**config.mk**
```make
export PLATFORM = sky130hd
export DESIGN_NAME = lifo_stack_with_search_top
export DESIGN_NICKNAME = d
export VERILOG_FILES = /design/src/rtl/lss_pkg.sv /design/src/rtl/lss_store.sv /design/src/rtl/lifo_stack_with_search_top.sv
export SDC_FILE = /design/constraint.sdc
export NUM_CORES = 1
export LEC_CHECK = 0
export BUFFER_PORTS_ARGS = -buffer_cell sky130_fd_sc_hd__buf_2
export CAP_MARGIN = 20
export CORE_MARGIN = 2
export CORE_UTILIZATION = 45
export DETAILED_ROUTE_END_ITERATION = 6
export PLACE_DENSITY = 0.69
export SYNTH_ARGS = -nofsm -noshare
export SYNTH_HDL_FRONTEND = slang
export SYNTH_HIERARCHICAL = 1
export SYNTH_SLANG_ARGS = --single-unit
```
**constraint.sdc**
```tcl
create_clock -name i_clk -period 6.3 [get_ports i_clk]
set_clock_uncertainty 0.05 [all_clocks]
set_input_delay 1.26 -clock i_clk [delete_from_list [all_inputs] [get_ports i_clk]]
set_output_delay 1.26 -clock i_clk [all_outputs]
set_load 0.01 [all_outputs]
```
**src/rtl/lss_pkg.sv**
```systemverilog
`default_nettype none

package lss_pkg;

    // default number of entries held
    localparam int DEPTH_DEF = 32;

    // field widths
    localparam int ACTION_W = 2;
    localparam int VALUE_W  = 32;
    localparam int STATUS_W = 3;
    localparam int POS_W    = 6;
    localparam int COUNT_W  = 6;

    // action codes
    localparam logic [ACTION_W-1:0] ACT_PUSH   = 2'd0;
    localparam logic [ACTION_W-1:0] ACT_DRAIN  = 2'd1;
    localparam logic [ACTION_W-1:0] ACT_SHOW   = 2'd2;
    localparam logic [ACTION_W-1:0] ACT_SEARCH = 2'd3;

    // status codes
    localparam logic [STATUS_W-1:0] ST_PUSHED   = 3'd0;
    localparam logic [STATUS_W-1:0] ST_FULL     = 3'd1;
    localparam logic [STATUS_W-1:0] ST_POPPED   = 3'd2;
    localparam logic [STATUS_W-1:0] ST_SHOWN    = 3'd3;
    localparam logic [STATUS_W-1:0] ST_FOUND    = 3'd4;
    localparam logic [STATUS_W-1:0] ST_NOTFOUND = 3'd5;
    localparam logic [STATUS_W-1:0] ST_EMPTY    = 3'd6;

    // input word
    typedef struct packed {
        logic [ACTION_W-1:0]       action;
        logic signed [VALUE_W-1:0] value;
    } t_in_word;

    // result word
    typedef struct packed {
        logic [STATUS_W-1:0]       status;
        logic signed [VALUE_W-1:0] data;
        logic [POS_W-1:0]          position;
        logic [COUNT_W-1:0]        count;
        logic                      is_empty;
        logic                      last;
    } t_out_word;

endpackage

`default_nettype wire

```
**src/rtl/lss_store.sv**
```systemverilog
`default_nettype none

module lss_store
    import lss_pkg::*;
#(
    parameter int DEPTH = DEPTH_DEF,
    parameter int AW    = $clog2(DEPTH)
) (
    input  wire logic               i_clk,
    input  wire logic               i_wr_en,
    input  wire logic [AW-1:0]      i_wr_addr,
    input  wire logic [VALUE_W-1:0] i_wr_data,
    input  wire logic [AW-1:0]      i_rd_addr,
    output logic      [VALUE_W-1:0] o_rd_data
);

    logic [VALUE_W-1:0] r_mem [DEPTH];
    logic [VALUE_W-1:0] r_rd_data;

    // single write port
    always_ff @(posedge i_clk) begin
        if (i_wr_en) begin
            r_mem[i_wr_addr] <= i_wr_data;
        end
    end

    // registered read port
    always_ff @(posedge i_clk) begin
        r_rd_data <= r_mem[i_rd_addr];
    end

    assign o_rd_data = r_rd_data;

endmodule

`default_nettype wire

```
**src/rtl/lifo_stack_with_search_top.sv**
```systemverilog
// push, or any action on an empty stack: the result word is registered as the input word is accepted
// drain and show: one result word per cycle while the output register is free to take it
// search: one entry compared per cycle unless a match waits on the output, each match held back until the next
// match or the finish state; the walk is paced by the single read port of the entry store and the output register
// reset clears the sequencer, the entry count and the output valid flag; the store is not cleared
`default_nettype none

module lifo_stack_with_search_top
    import lss_pkg::*;
#(
    parameter int DEPTH = DEPTH_DEF
) (
    input  wire logic      i_clk,
    input  wire logic      i_rst_n,
    input  wire logic      i_in_valid,
    output logic           o_in_ready,
    input  wire t_in_word  i_in_word,
    output logic           o_out_valid,
    input  wire logic      i_out_ready,
    output t_out_word      o_out_word
);

    localparam int AW = $clog2(DEPTH);
    localparam int CW = $clog2(DEPTH + 1);

    // sequencer states
    localparam logic [1:0] S_IDLE   = 2'd0;
    localparam logic [1:0] S_WALK   = 2'd1;
    localparam logic [1:0] S_FINISH = 2'd2;

    logic [1:0]          r_state, n_state;
    logic [CW-1:0]       r_count, n_count;
    logic [AW-1:0]       r_addr, n_addr;
    logic [CW-1:0]       r_pos, n_pos;
    logic                r_pend_valid, n_pend_valid;
    logic [CW-1:0]       r_pend_pos, n_pend_pos;
    logic [ACTION_W-1:0] r_op, n_op;
    logic [VALUE_W-1:0]  r_key, n_key;
    logic                r_out_valid;
    t_out_word           r_out_word;

    logic                out_free;
    logic                in_acc;
    logic                emit;
    logic                step;
    logic                match;
    logic                full;
    logic [CW-1:0]       cnt_dec;
    logic                wr_en;
    logic [AW-1:0]       rd_addr;
    logic [VALUE_W-1:0]  rd_data;
    t_out_word           res;

    // entry store
    lss_store #(
        .DEPTH (DEPTH),
        .AW    (AW)
    ) u_store (
        .i_clk     (i_clk),
        .i_wr_en   (wr_en),
        .i_wr_addr (r_count[AW-1:0]),
        .i_wr_data (i_in_word.value),
        .i_rd_addr (rd_addr),
        .o_rd_data (rd_data)
    );

    // handshake
    assign out_free    = !r_out_valid || i_out_ready;
    assign o_in_ready  = (r_state == S_IDLE) && out_free;
    assign in_acc      = i_in_valid && o_in_ready;
    assign o_out_valid = r_out_valid;
    assign o_out_word  = r_out_word;

    assign full    = (r_count == CW'(DEPTH));
    assign cnt_dec = r_count - CW'(1);
    assign match   = (rd_data == r_key);

    // sequencer and shared compare
    always_comb begin
        n_state      = r_state;
        n_count      = r_count;
        n_addr       = r_addr;
        n_pos        = r_pos;
        n_pend_valid = r_pend_valid;
        n_pend_pos   = r_pend_pos;
        n_op         = r_op;
        n_key        = r_key;
        emit         = 1'b0;
        step         = 1'b0;
        wr_en        = 1'b0;
        rd_addr      = r_addr;
        res          = '0;

        case (r_state)
            S_IDLE: begin
                rd_addr = cnt_dec[AW-1:0];
                if (in_acc) begin
                    n_op  = i_in_word.action;
                    n_key = i_in_word.value;
                    if (i_in_word.action == ACT_PUSH) begin
                        emit     = 1'b1;
                        res.last = 1'b1;
                        if (full) begin
                            res.status = ST_FULL;
                        end else begin
                            wr_en      = 1'b1;
                            n_count    = r_count + CW'(1);
                            res.status = ST_PUSHED;
                        end
                    end else if (r_count == '0) begin
                        emit       = 1'b1;
                        res.last   = 1'b1;
                        res.status = ST_EMPTY;
                    end else begin
                        n_addr       = cnt_dec[AW-1:0];
                        n_pos        = CW'(1);
                        n_pend_valid = 1'b0;
                        n_state      = S_WALK;
                    end
                end
            end
            S_WALK: begin
                case (r_op)
                    ACT_DRAIN: begin
                        step = out_free;
                        if (step) begin
                            emit       = 1'b1;
                            n_count    = cnt_dec;
                            res.status = ST_POPPED;
                            res.data   = $signed(rd_data);
                            res.last   = (r_addr == '0);
                        end
                    end
                    ACT_SHOW: begin
                        step = out_free;
                        if (step) begin
                            emit         = 1'b1;
                            res.status   = ST_SHOWN;
                            res.data     = $signed(rd_data);
                            res.position = POS_W'(r_pos);
                            res.last     = (r_addr == '0);
                        end
                    end
                    default: begin
                        // a new match releases the one held back
                        if (match && r_pend_valid) begin
                            step = out_free;
                            if (step) begin
                                emit         = 1'b1;
                                res.status   = ST_FOUND;
                                res.position = POS_W'(r_pend_pos);
                            end
                        end else begin
                            step = 1'b1;
                        end
                        if (step && match) begin
                            n_pend_valid = 1'b1;
                            n_pend_pos   = r_pos;
                        end
                    end
                endcase
                // advance towards the bottom entry
                if (step) begin
                    n_addr  = r_addr - AW'(1);
                    n_pos   = r_pos + CW'(1);
                    rd_addr = r_addr - AW'(1);
                    if (r_addr == '0) begin
                        n_state = (r_op == ACT_SEARCH) ? S_FINISH : S_IDLE;
                    end
                end
            end
            S_FINISH: begin
                if (out_free) begin
                    emit     = 1'b1;
                    res.last = 1'b1;
                    n_state  = S_IDLE;
                    if (r_pend_valid) begin
                        res.status   = ST_FOUND;
                        res.position = POS_W'(r_pend_pos);
                    end else begin
                        res.status = ST_NOTFOUND;
                    end
                end
            end
            default: begin
                n_state = S_IDLE;
            end
        endcase

        // count and empty flag as held after this word
        res.count    = COUNT_W'(n_count);
        res.is_empty = (n_count == '0);
    end

    // control registers
    always_ff @(posedge i_clk) begin
        if (!i_rst_n) begin
            r_state      <= S_IDLE;
            r_count      <= '0;
            r_pend_valid <= 1'b0;
            r_out_valid  <= 1'b0;
        end else begin
            r_state      <= n_state;
            r_count      <= n_count;
            r_pend_valid <= n_pend_valid;
            if (emit) begin
                r_out_valid <= 1'b1;
            end else if (i_out_ready) begin
                r_out_valid <= 1'b0;
            end
        end
    end

    // walk and payload registers
    always_ff @(posedge i_clk) begin
        r_addr     <= n_addr;
        r_pos      <= n_pos;
        r_pend_pos <= n_pend_pos;
        r_op       <= n_op;
        r_key      <= n_key;
        if (emit) begin
            r_out_word <= res;
        end
    end

    // checks
    a_ready_idle: assert property (@(posedge i_clk) disable iff (!i_rst_n)
        o_in_ready |-> (r_state == S_IDLE))
        else $error("input ready outside idle");

    a_count_range: assert property (@(posedge i_clk) disable iff (!i_rst_n)
        r_count <= CW'(DEPTH))
        else $error("entry count beyond depth");

    a_walk_addr: assert property (@(posedge i_clk) disable iff (!i_rst_n)
        (r_state == S_WALK) |-> (CW'(r_addr) < r_count))
        else $error("walk address beyond entries held");

    a_drain_empty: assert property (@(posedge i_clk) disable iff (!i_rst_n)
        (o_out_valid && o_out_word.status == ST_POPPED && o_out_word.last)
        |-> o_out_word.is_empty)
        else $error("drain ended with entries left");

    a_word_hold: assert property (@(posedge i_clk) disable iff (!i_rst_n)
        (o_out_valid && !i_out_ready) |=> (o_out_valid && $stable(o_out_word)))
        else $error("stalled result word changed");

endmodule

`default_nettype wire

```
### Word level (Yosys, flattened, before mapping)

Memories as Yosys holds them, arrays and structs flattened. A register that Yosys moved wholly into a read port is not among the register bits.
Cells that the tools add are included.

| storage, ports and cells | value |
|---|---|
| logic and storage cells | 129 |
| bits in latches | 0 |
| memory bits (read-only) | 0 |
| RAM bits | 1,024 |
| output and inout bits | 51 |
| input port bits | 38 |
| memories | 1 |
| bits in registers | 110 |

| operators by class | value |
|---|---|
| bitwise operators | 1 |
| divide/modulo/power cells | 0 |
| order comparisons | 0 |
| eq/ne operators | 15 |
| shifts and indexed selects | 0 |
| multipliers | 0 |
| multiplexer cells | 73 |
| $add $sub $neg | 4 |
| reduce and logical (&&, ||, !) cells | 20 |

Memories:

| name | depth | width | read ports | clocked after memory_dff | wr ports | RTL line | RTL |
|---|---|---|---|---|---|---|---|
| u_store.r_mem | 32 | 32 | 1 | 1 | 1 | lss_store.sv:17 | `logic [VALUE_W-1:0] r_mem [DEPTH];` |

Operators with widths:

| operator | count |
|---|---|
| 2-to-1 mux 6 bit | 13 |
| one-hot mux 32 bit (2 select lines) | 1 |
| one-hot mux 6 bit (2 select lines) | 4 |
| 2-to-1 mux 40 bit | 1 |
| 2-to-1 mux 34 bit | 1 |
| equality test 32 bit | 1 |
| 2-to-1 mux 1 bit | 28 |
| 2-to-1 mux 5 bit | 4 |
| one-hot mux 5 bit (2 select lines) | 2 |
| 2-to-1 mux 3 bit | 6 |
| 2-to-1 mux 2 bit | 7 |
| inequality test 2 bit, second input constant | 7 |
| adder 6 x 1 -> 6 bit, second input constant | 2 |
| logical NOT 6 bit | 2 |
| AND reduction 6 bit | 2 |
| one-hot mux 3 bit (3 select lines) | 1 |
| equality test 2 bit, second input constant | 3 |
| equality test 6 bit, second input constant | 1 |
| one-hot mux 1 bit (3 select lines) | 2 |
| one-hot mux 2 bit (3 select lines) | 1 |
| one-hot mux 3 bit (2 select lines) | 1 |
| subtractor 6 x 1 -> 6 bit, second input constant | 1 |
| logical NOT 5 bit | 1 |
| AND reduction 5 bit | 1 |
| 14 further kinds | 20 |

### Depth between registers and ports, before layout

| logic depth | value |
|---|---|
| depth after elaboration | 9 |
| gate-level depth with buffers | 15 |
| gate-level depth less buffers | 11 |

### Cells and area by module

Netlist, hierarchy kept.

Modules (own cells, without submodules):

| module | instances | sequential area each (sq um) | area an instance (sq um) | cells an instance |
|---|---|---|---|---|
| lss_store | 1 | 31,390.1 | 40,492.6 | 2,260 |
| lifo_stack_with_search_top | 1 | 3,203.1 | 5,297.6 | 414 |

### Least setup slack after synthesis

Ideal clock, no wire load.

| timing path | value |
|---|---|
| kind | input to register |
| start point | input port i_out_ready |
| end point | register r_out_word, in the netlist o_out_word[0] (enable) |
| setup time | 0.487 ns |
| path buffers | 1 |
| required time | 5.763 ns |
| path slack | 1.042 ns |
| arrival time | 4.721 ns |
| cell stages on the path | 5 |
| path through | and2b_2 > buf_2 > nor3_1 > inv_1 > a31oi_1 |

| between the ends | value |
|---|---|
| word-level cells in the longest chain between the ends | 5 |
| elaborated cells between the ends (all ways) | 8 |
| classes of those cells | mux (5); reduce/logical (3) |

RTL lines:

| element | RTL line | RTL |
|---|---|---|
| start: declaration | lifo_stack_with_search_top.sv:19 | `input wire logic i_out_ready,` |
| logical OR 1 bit (*) | lifo_stack_with_search_top.sv:68 | `assign out_free = !r_out_valid \|\| i_out_ready;` |
| 2-to-1 mux 1 bit / logical AND 1 bit (equally long branches) | - |  |
| 2-to-1 mux 1 bit / logical AND 1 bit (equally long branches) | lifo_stack_with_search_top.sv:146, lifo_stack_with_search_top.sv:70 |  |
| 2-to-1 mux 1 bit, on equally long branches | - |  |
| one-hot mux 1 bit (3 select lines) (*) | lifo_stack_with_search_top.sv:94 | `case (r_state)` |
| named net emit | lifo_stack_with_search_top.sv:44 | `logic emit;` |
| end signal: assignment | lifo_stack_with_search_top.sv:222 | `r_out_word <= res;` |
| end: declaration | lifo_stack_with_search_top.sv:40 | `t_out_word r_out_word;` |

The timed path passes the listed nets; every way through them passes the cells marked *.
A chain may end at the register's enable or synchronous reset.

### Worst setup path after layout

| timing path | value |
|---|---|
| start point | register r_key[24] |
| end point | register u_store.r_rd_data[17], in the netlist u_store/o_rd_data[17], read port of u_store.r_mem |

| between the ends | value |
|---|---|
| word-level cells in the longest chain between the ends | 9 |

RTL lines:

| element | RTL line | RTL |
|---|---|---|
| start: declaration | lifo_stack_with_search_top.sv:38 | `logic [VALUE_W-1:0] r_key, n_key;` |
| start signal: assignment | lifo_stack_with_search_top.sv:220 | `r_key <= n_key;` |
| equality test 32 bit | lifo_stack_with_search_top.sv:76 | `assign match = (rd_data == r_key);` |
| logical AND 1 bit | lifo_stack_with_search_top.sv:146 | `if (match && r_pend_valid) begin` |
| 2-to-1 mux 1 bit | lifo_stack_with_search_top.sv:146 |  |
| 2-to-1 mux 1 bit | lifo_stack_with_search_top.sv:123 | `case (r_op)` |
| 2-to-1 mux 1 bit | lifo_stack_with_search_top.sv:94 |  |
| 2-to-1 mux 1 bit | lifo_stack_with_search_top.sv:123 |  |
| 2-to-1 mux 1 bit | lifo_stack_with_search_top.sv:94 |  |
| 2-to-1 mux 5 bit | - |  |
| one-hot mux 5 bit (2 select lines) | lifo_stack_with_search_top.sv:94 |  |
| named net rd_addr[1] | lifo_stack_with_search_top.sv:50 | `logic [AW-1:0] rd_addr;` |
| end: declaration | lss_store.sv:18 | `logic [VALUE_W-1:0] r_rd_data;` |

The timed path passes the listed nets, and every way through them passes these cells. The select of a mux whose other input is x is not followed.

==> results.ini <==
[clocking]
cts_tree=built
clk_latency_ns=0.69
cts.sinks=1166
clk_pin_slew_ns=0.07
cts.repair.resized=0
post_cts_buffers=0
numCtsBuffers=110
hold_buffers=0
cts_root_buffer=clkbuf_16
clockBufferDepth=3
h-tree-depth=3

[timing]
hold_violations=0
fin_crit_ns=5.33
rsz0062_at_grt=false
period_share_pct=84.5
max_freq_mhz=188
slew-limit-headroom_pct=22.2
setup_tns_ns=0
drv_slew=0
setup_viol=0
worst_pin_slew_ns=1.16

[yosys]
synth_flop_cell=edfxtp_1
synthCells=2674
synth_nets=2725
synthTopCellsByCount=edfxtp_1 (1124), mux2i_1 (514), nand2_1 (120)
synth_area_leaders=edfxtp_1 (74%), mux2i_1 (11%), dfxtp_1 (1.8%), a22oi_1 (1.6%), a22o_1 (1.2%)
netlist_area_um2=45800
synth.most_common_cell=edfxtp_1
async_flop_share_pct=0
ys_ff_latch=1166
avgSynthCellArea_um2=17.1
synth_top_area_share_pct=73.7
synthDistinctLibCells=74
seq_area_frac_synth_pct=75.5
synth_edf_count=1124
synth_top_cell_by_area=edfxtp_1
synth_warnings=6

[worst_setup_path]
crit_required_ns=6.78
worstSetupPathType=reg -> reg
cp_max_fo=42
setup.worst_path.start_class=flop
arrival_ns=5.80
crit_path_start=r_key[24]
r2r_start=r_key[24]
end_kind=flop

[detailed_routing]
wire_per_inst_um=25.2
drc=0
via_per_inst=5.79
routed_wirelength_um=108000
drt_iter0_drc=2852
first_pass_iters=6
via_count=24700
drtAntennaViolNets=0

[grt]
grt_max_degree=91
overflow=0
first_global_vias=23800
grt_pass1_wl_um=157000
track_usage_pct=20.3
antenna_found_initial=9

[floorplanning]
die_w_um=323
die_area_um2=104000
floorplan.initialDensity_pct=45.2
core_um2=101000
io_pins=89
rows=117
die_h_um=323

[run_status]
outcome=finished, final reports clean

[power]
p_per_area_nw_per_um2=430
irDropWorstVdd_v=0.000397
p_leak_nw=19.4
finalPower_mw=22.3

[cells_and_area]
fillCellCount=8050
nets=2855
drive_above_1_share_pct=13.7
area_delta_synth_final_pct=13.5
fin_area_um2=52000

[placed_design]
place_area_um2=48100
numPortBuffers=88
finalWeightedCongestion=0.889
dpl.hpwl_um=66000

[hold_path]
hp-class=reg -> reg
hold_path_startpoint=r_pos[1]

[flow_run]
drv_cap=0

==> metrics by stage <==
| step | worst slack (ns) | hold slack [ns] | std cells | util [%] |
|---|---|---|---|---|
| global route | 0.989 | 0.496 | 4271 | 51.3 |
| detailed placement | 1.01 | 0.470 | 4056 | 47.5 |
| CTS | 1.15 | 0.465 | 4266 | 51.2 |
| finish | 0.975 | 0.466 | 4274 | 51.3 |
| floorplan | 1.04 | 0.422 | 2674 | - |
| global placement | 1.12 | 0.441 | 4052 | 47.4 |
==> power by group <==
group          internal [mW]  total (mW)  switching [mW]
Combinational           2.32        6.47            4.15
Sequential              8.91        9.14           0.235
Clock                   3.91        6.73            2.83
==> cell usage in the layout, fill, tap and decap left out, types with 4 or more instances in the layout <==
master	n
a21oi_1	107
a221oi_1	5
a22o_1	64
a22oi_1	96
a311oi_1	5
a31oi_1	36
and2_1	40
and3_1	4
buf_12	15
buf_16	5
buf_2	88
buf_4	53
bufinv_16	14
clkbuf_1	17
clkbuf_16	111
clkbuf_8	7
clkinv_1	28
clkinv_2	22
dfxtp_1	42
diode_2	4
edfxtp_1	1124
ha_1	13
inv_1	16
mux2i_1	514
nand2_1	119
nand3_1	108
nand3b_1	7
nand4_1	11
nor2_1	31
nor2_4	33
nor3_1	38
o21a_1	4
xnor2_1	35
xor2_1	5
==> critical path, cell delays in order (launching register included) <==
cell	delay, ns
edfxtp_1	0.39
xnor2_1	0.66
nand4_1	0.30
nor4_4	0.44
a41oi_4	0.33
mux2_2	0.39
o221ai_1	0.52
and2_4	0.74
buf_12	0.31
a22o_1	0.18
nor3_1	0.06
a31oi_1	0.54
nand3_1	0.16
==> cell type report <==
class	count	area [um2]	share of cell area [%]
Antenna cell	4	10.0	0.0193
Clock buffer	135	2940	5.65
Clock inverter	75	816	1.57
Inverter	18	67.6	0.130
Multi-Input combinational cell	1347	10600	20.3
Sequential cell	1166	34600	66.5
Tap cell	1368	1710	3.29
Timing Repair Buffer	161	1280	2.45
==> registers in the layout, summed over array words and instances (netlist names) <==
| name | count |
|---|---|
| u_store/r_mem | 1024 |
| o_out_word | 49 |
| r_key | 32 |
| u_store/o_rd_data | 32 |
| r_count | 6 |
| r_pend_pos | 6 |
| r_pos | 6 |
| r_addr | 5 |
| r_op | 2 |
| r_state | 2 |
| o_out_valid | 1 |
| r_pend_valid | 1 |
==> path summary, 6_finish.rpt <==
path,to,slack (ns),depth (start not counted)
min reg2reg,r_pend_pos[1],0.47,0
max,u_store/o_rd_data[17],0.97,12
min,r_pend_pos[1],0.47,0
max reg2reg,u_store/o_rd_data[17],0.97,12
==> logic make-up (layout without fill, tap and decap cells) <==
family	count (synthesis)	in the layout	synth area share [%]
AND/OR/NAND/NOR	431	431	4.69
adder cells (fa/ha/maj)	13	13	0.355
buffers and inverters	161	389	2.02
flip-flops	1166	1166	75.5
other	0	4	0
XOR/XNOR	40	40	0.765
multiplexers	516	516	11.3
AO/OA/AOI/OAI	347	347	5.34
==> routing by layer <==
| metal | vias up | wire, um | part of all wire [%] | GRT usage (%) |
|---|---|---|---|---|
| met5 | - | 42 | 0.039 | 0 |
| met1 | 12700 | 46200 | 43 | 29.5 |
| met2 | 1111 | 51100 | 47 | 32.4 |
| met4 | 8 | 2000 | 1.9 | 5.14 |
| li1 | 10800 | - | - | - |
| met3 | 130 | 8300 | 7.7 | 2.89 |
No activity file was read; power rests on OpenSTA's default activity.
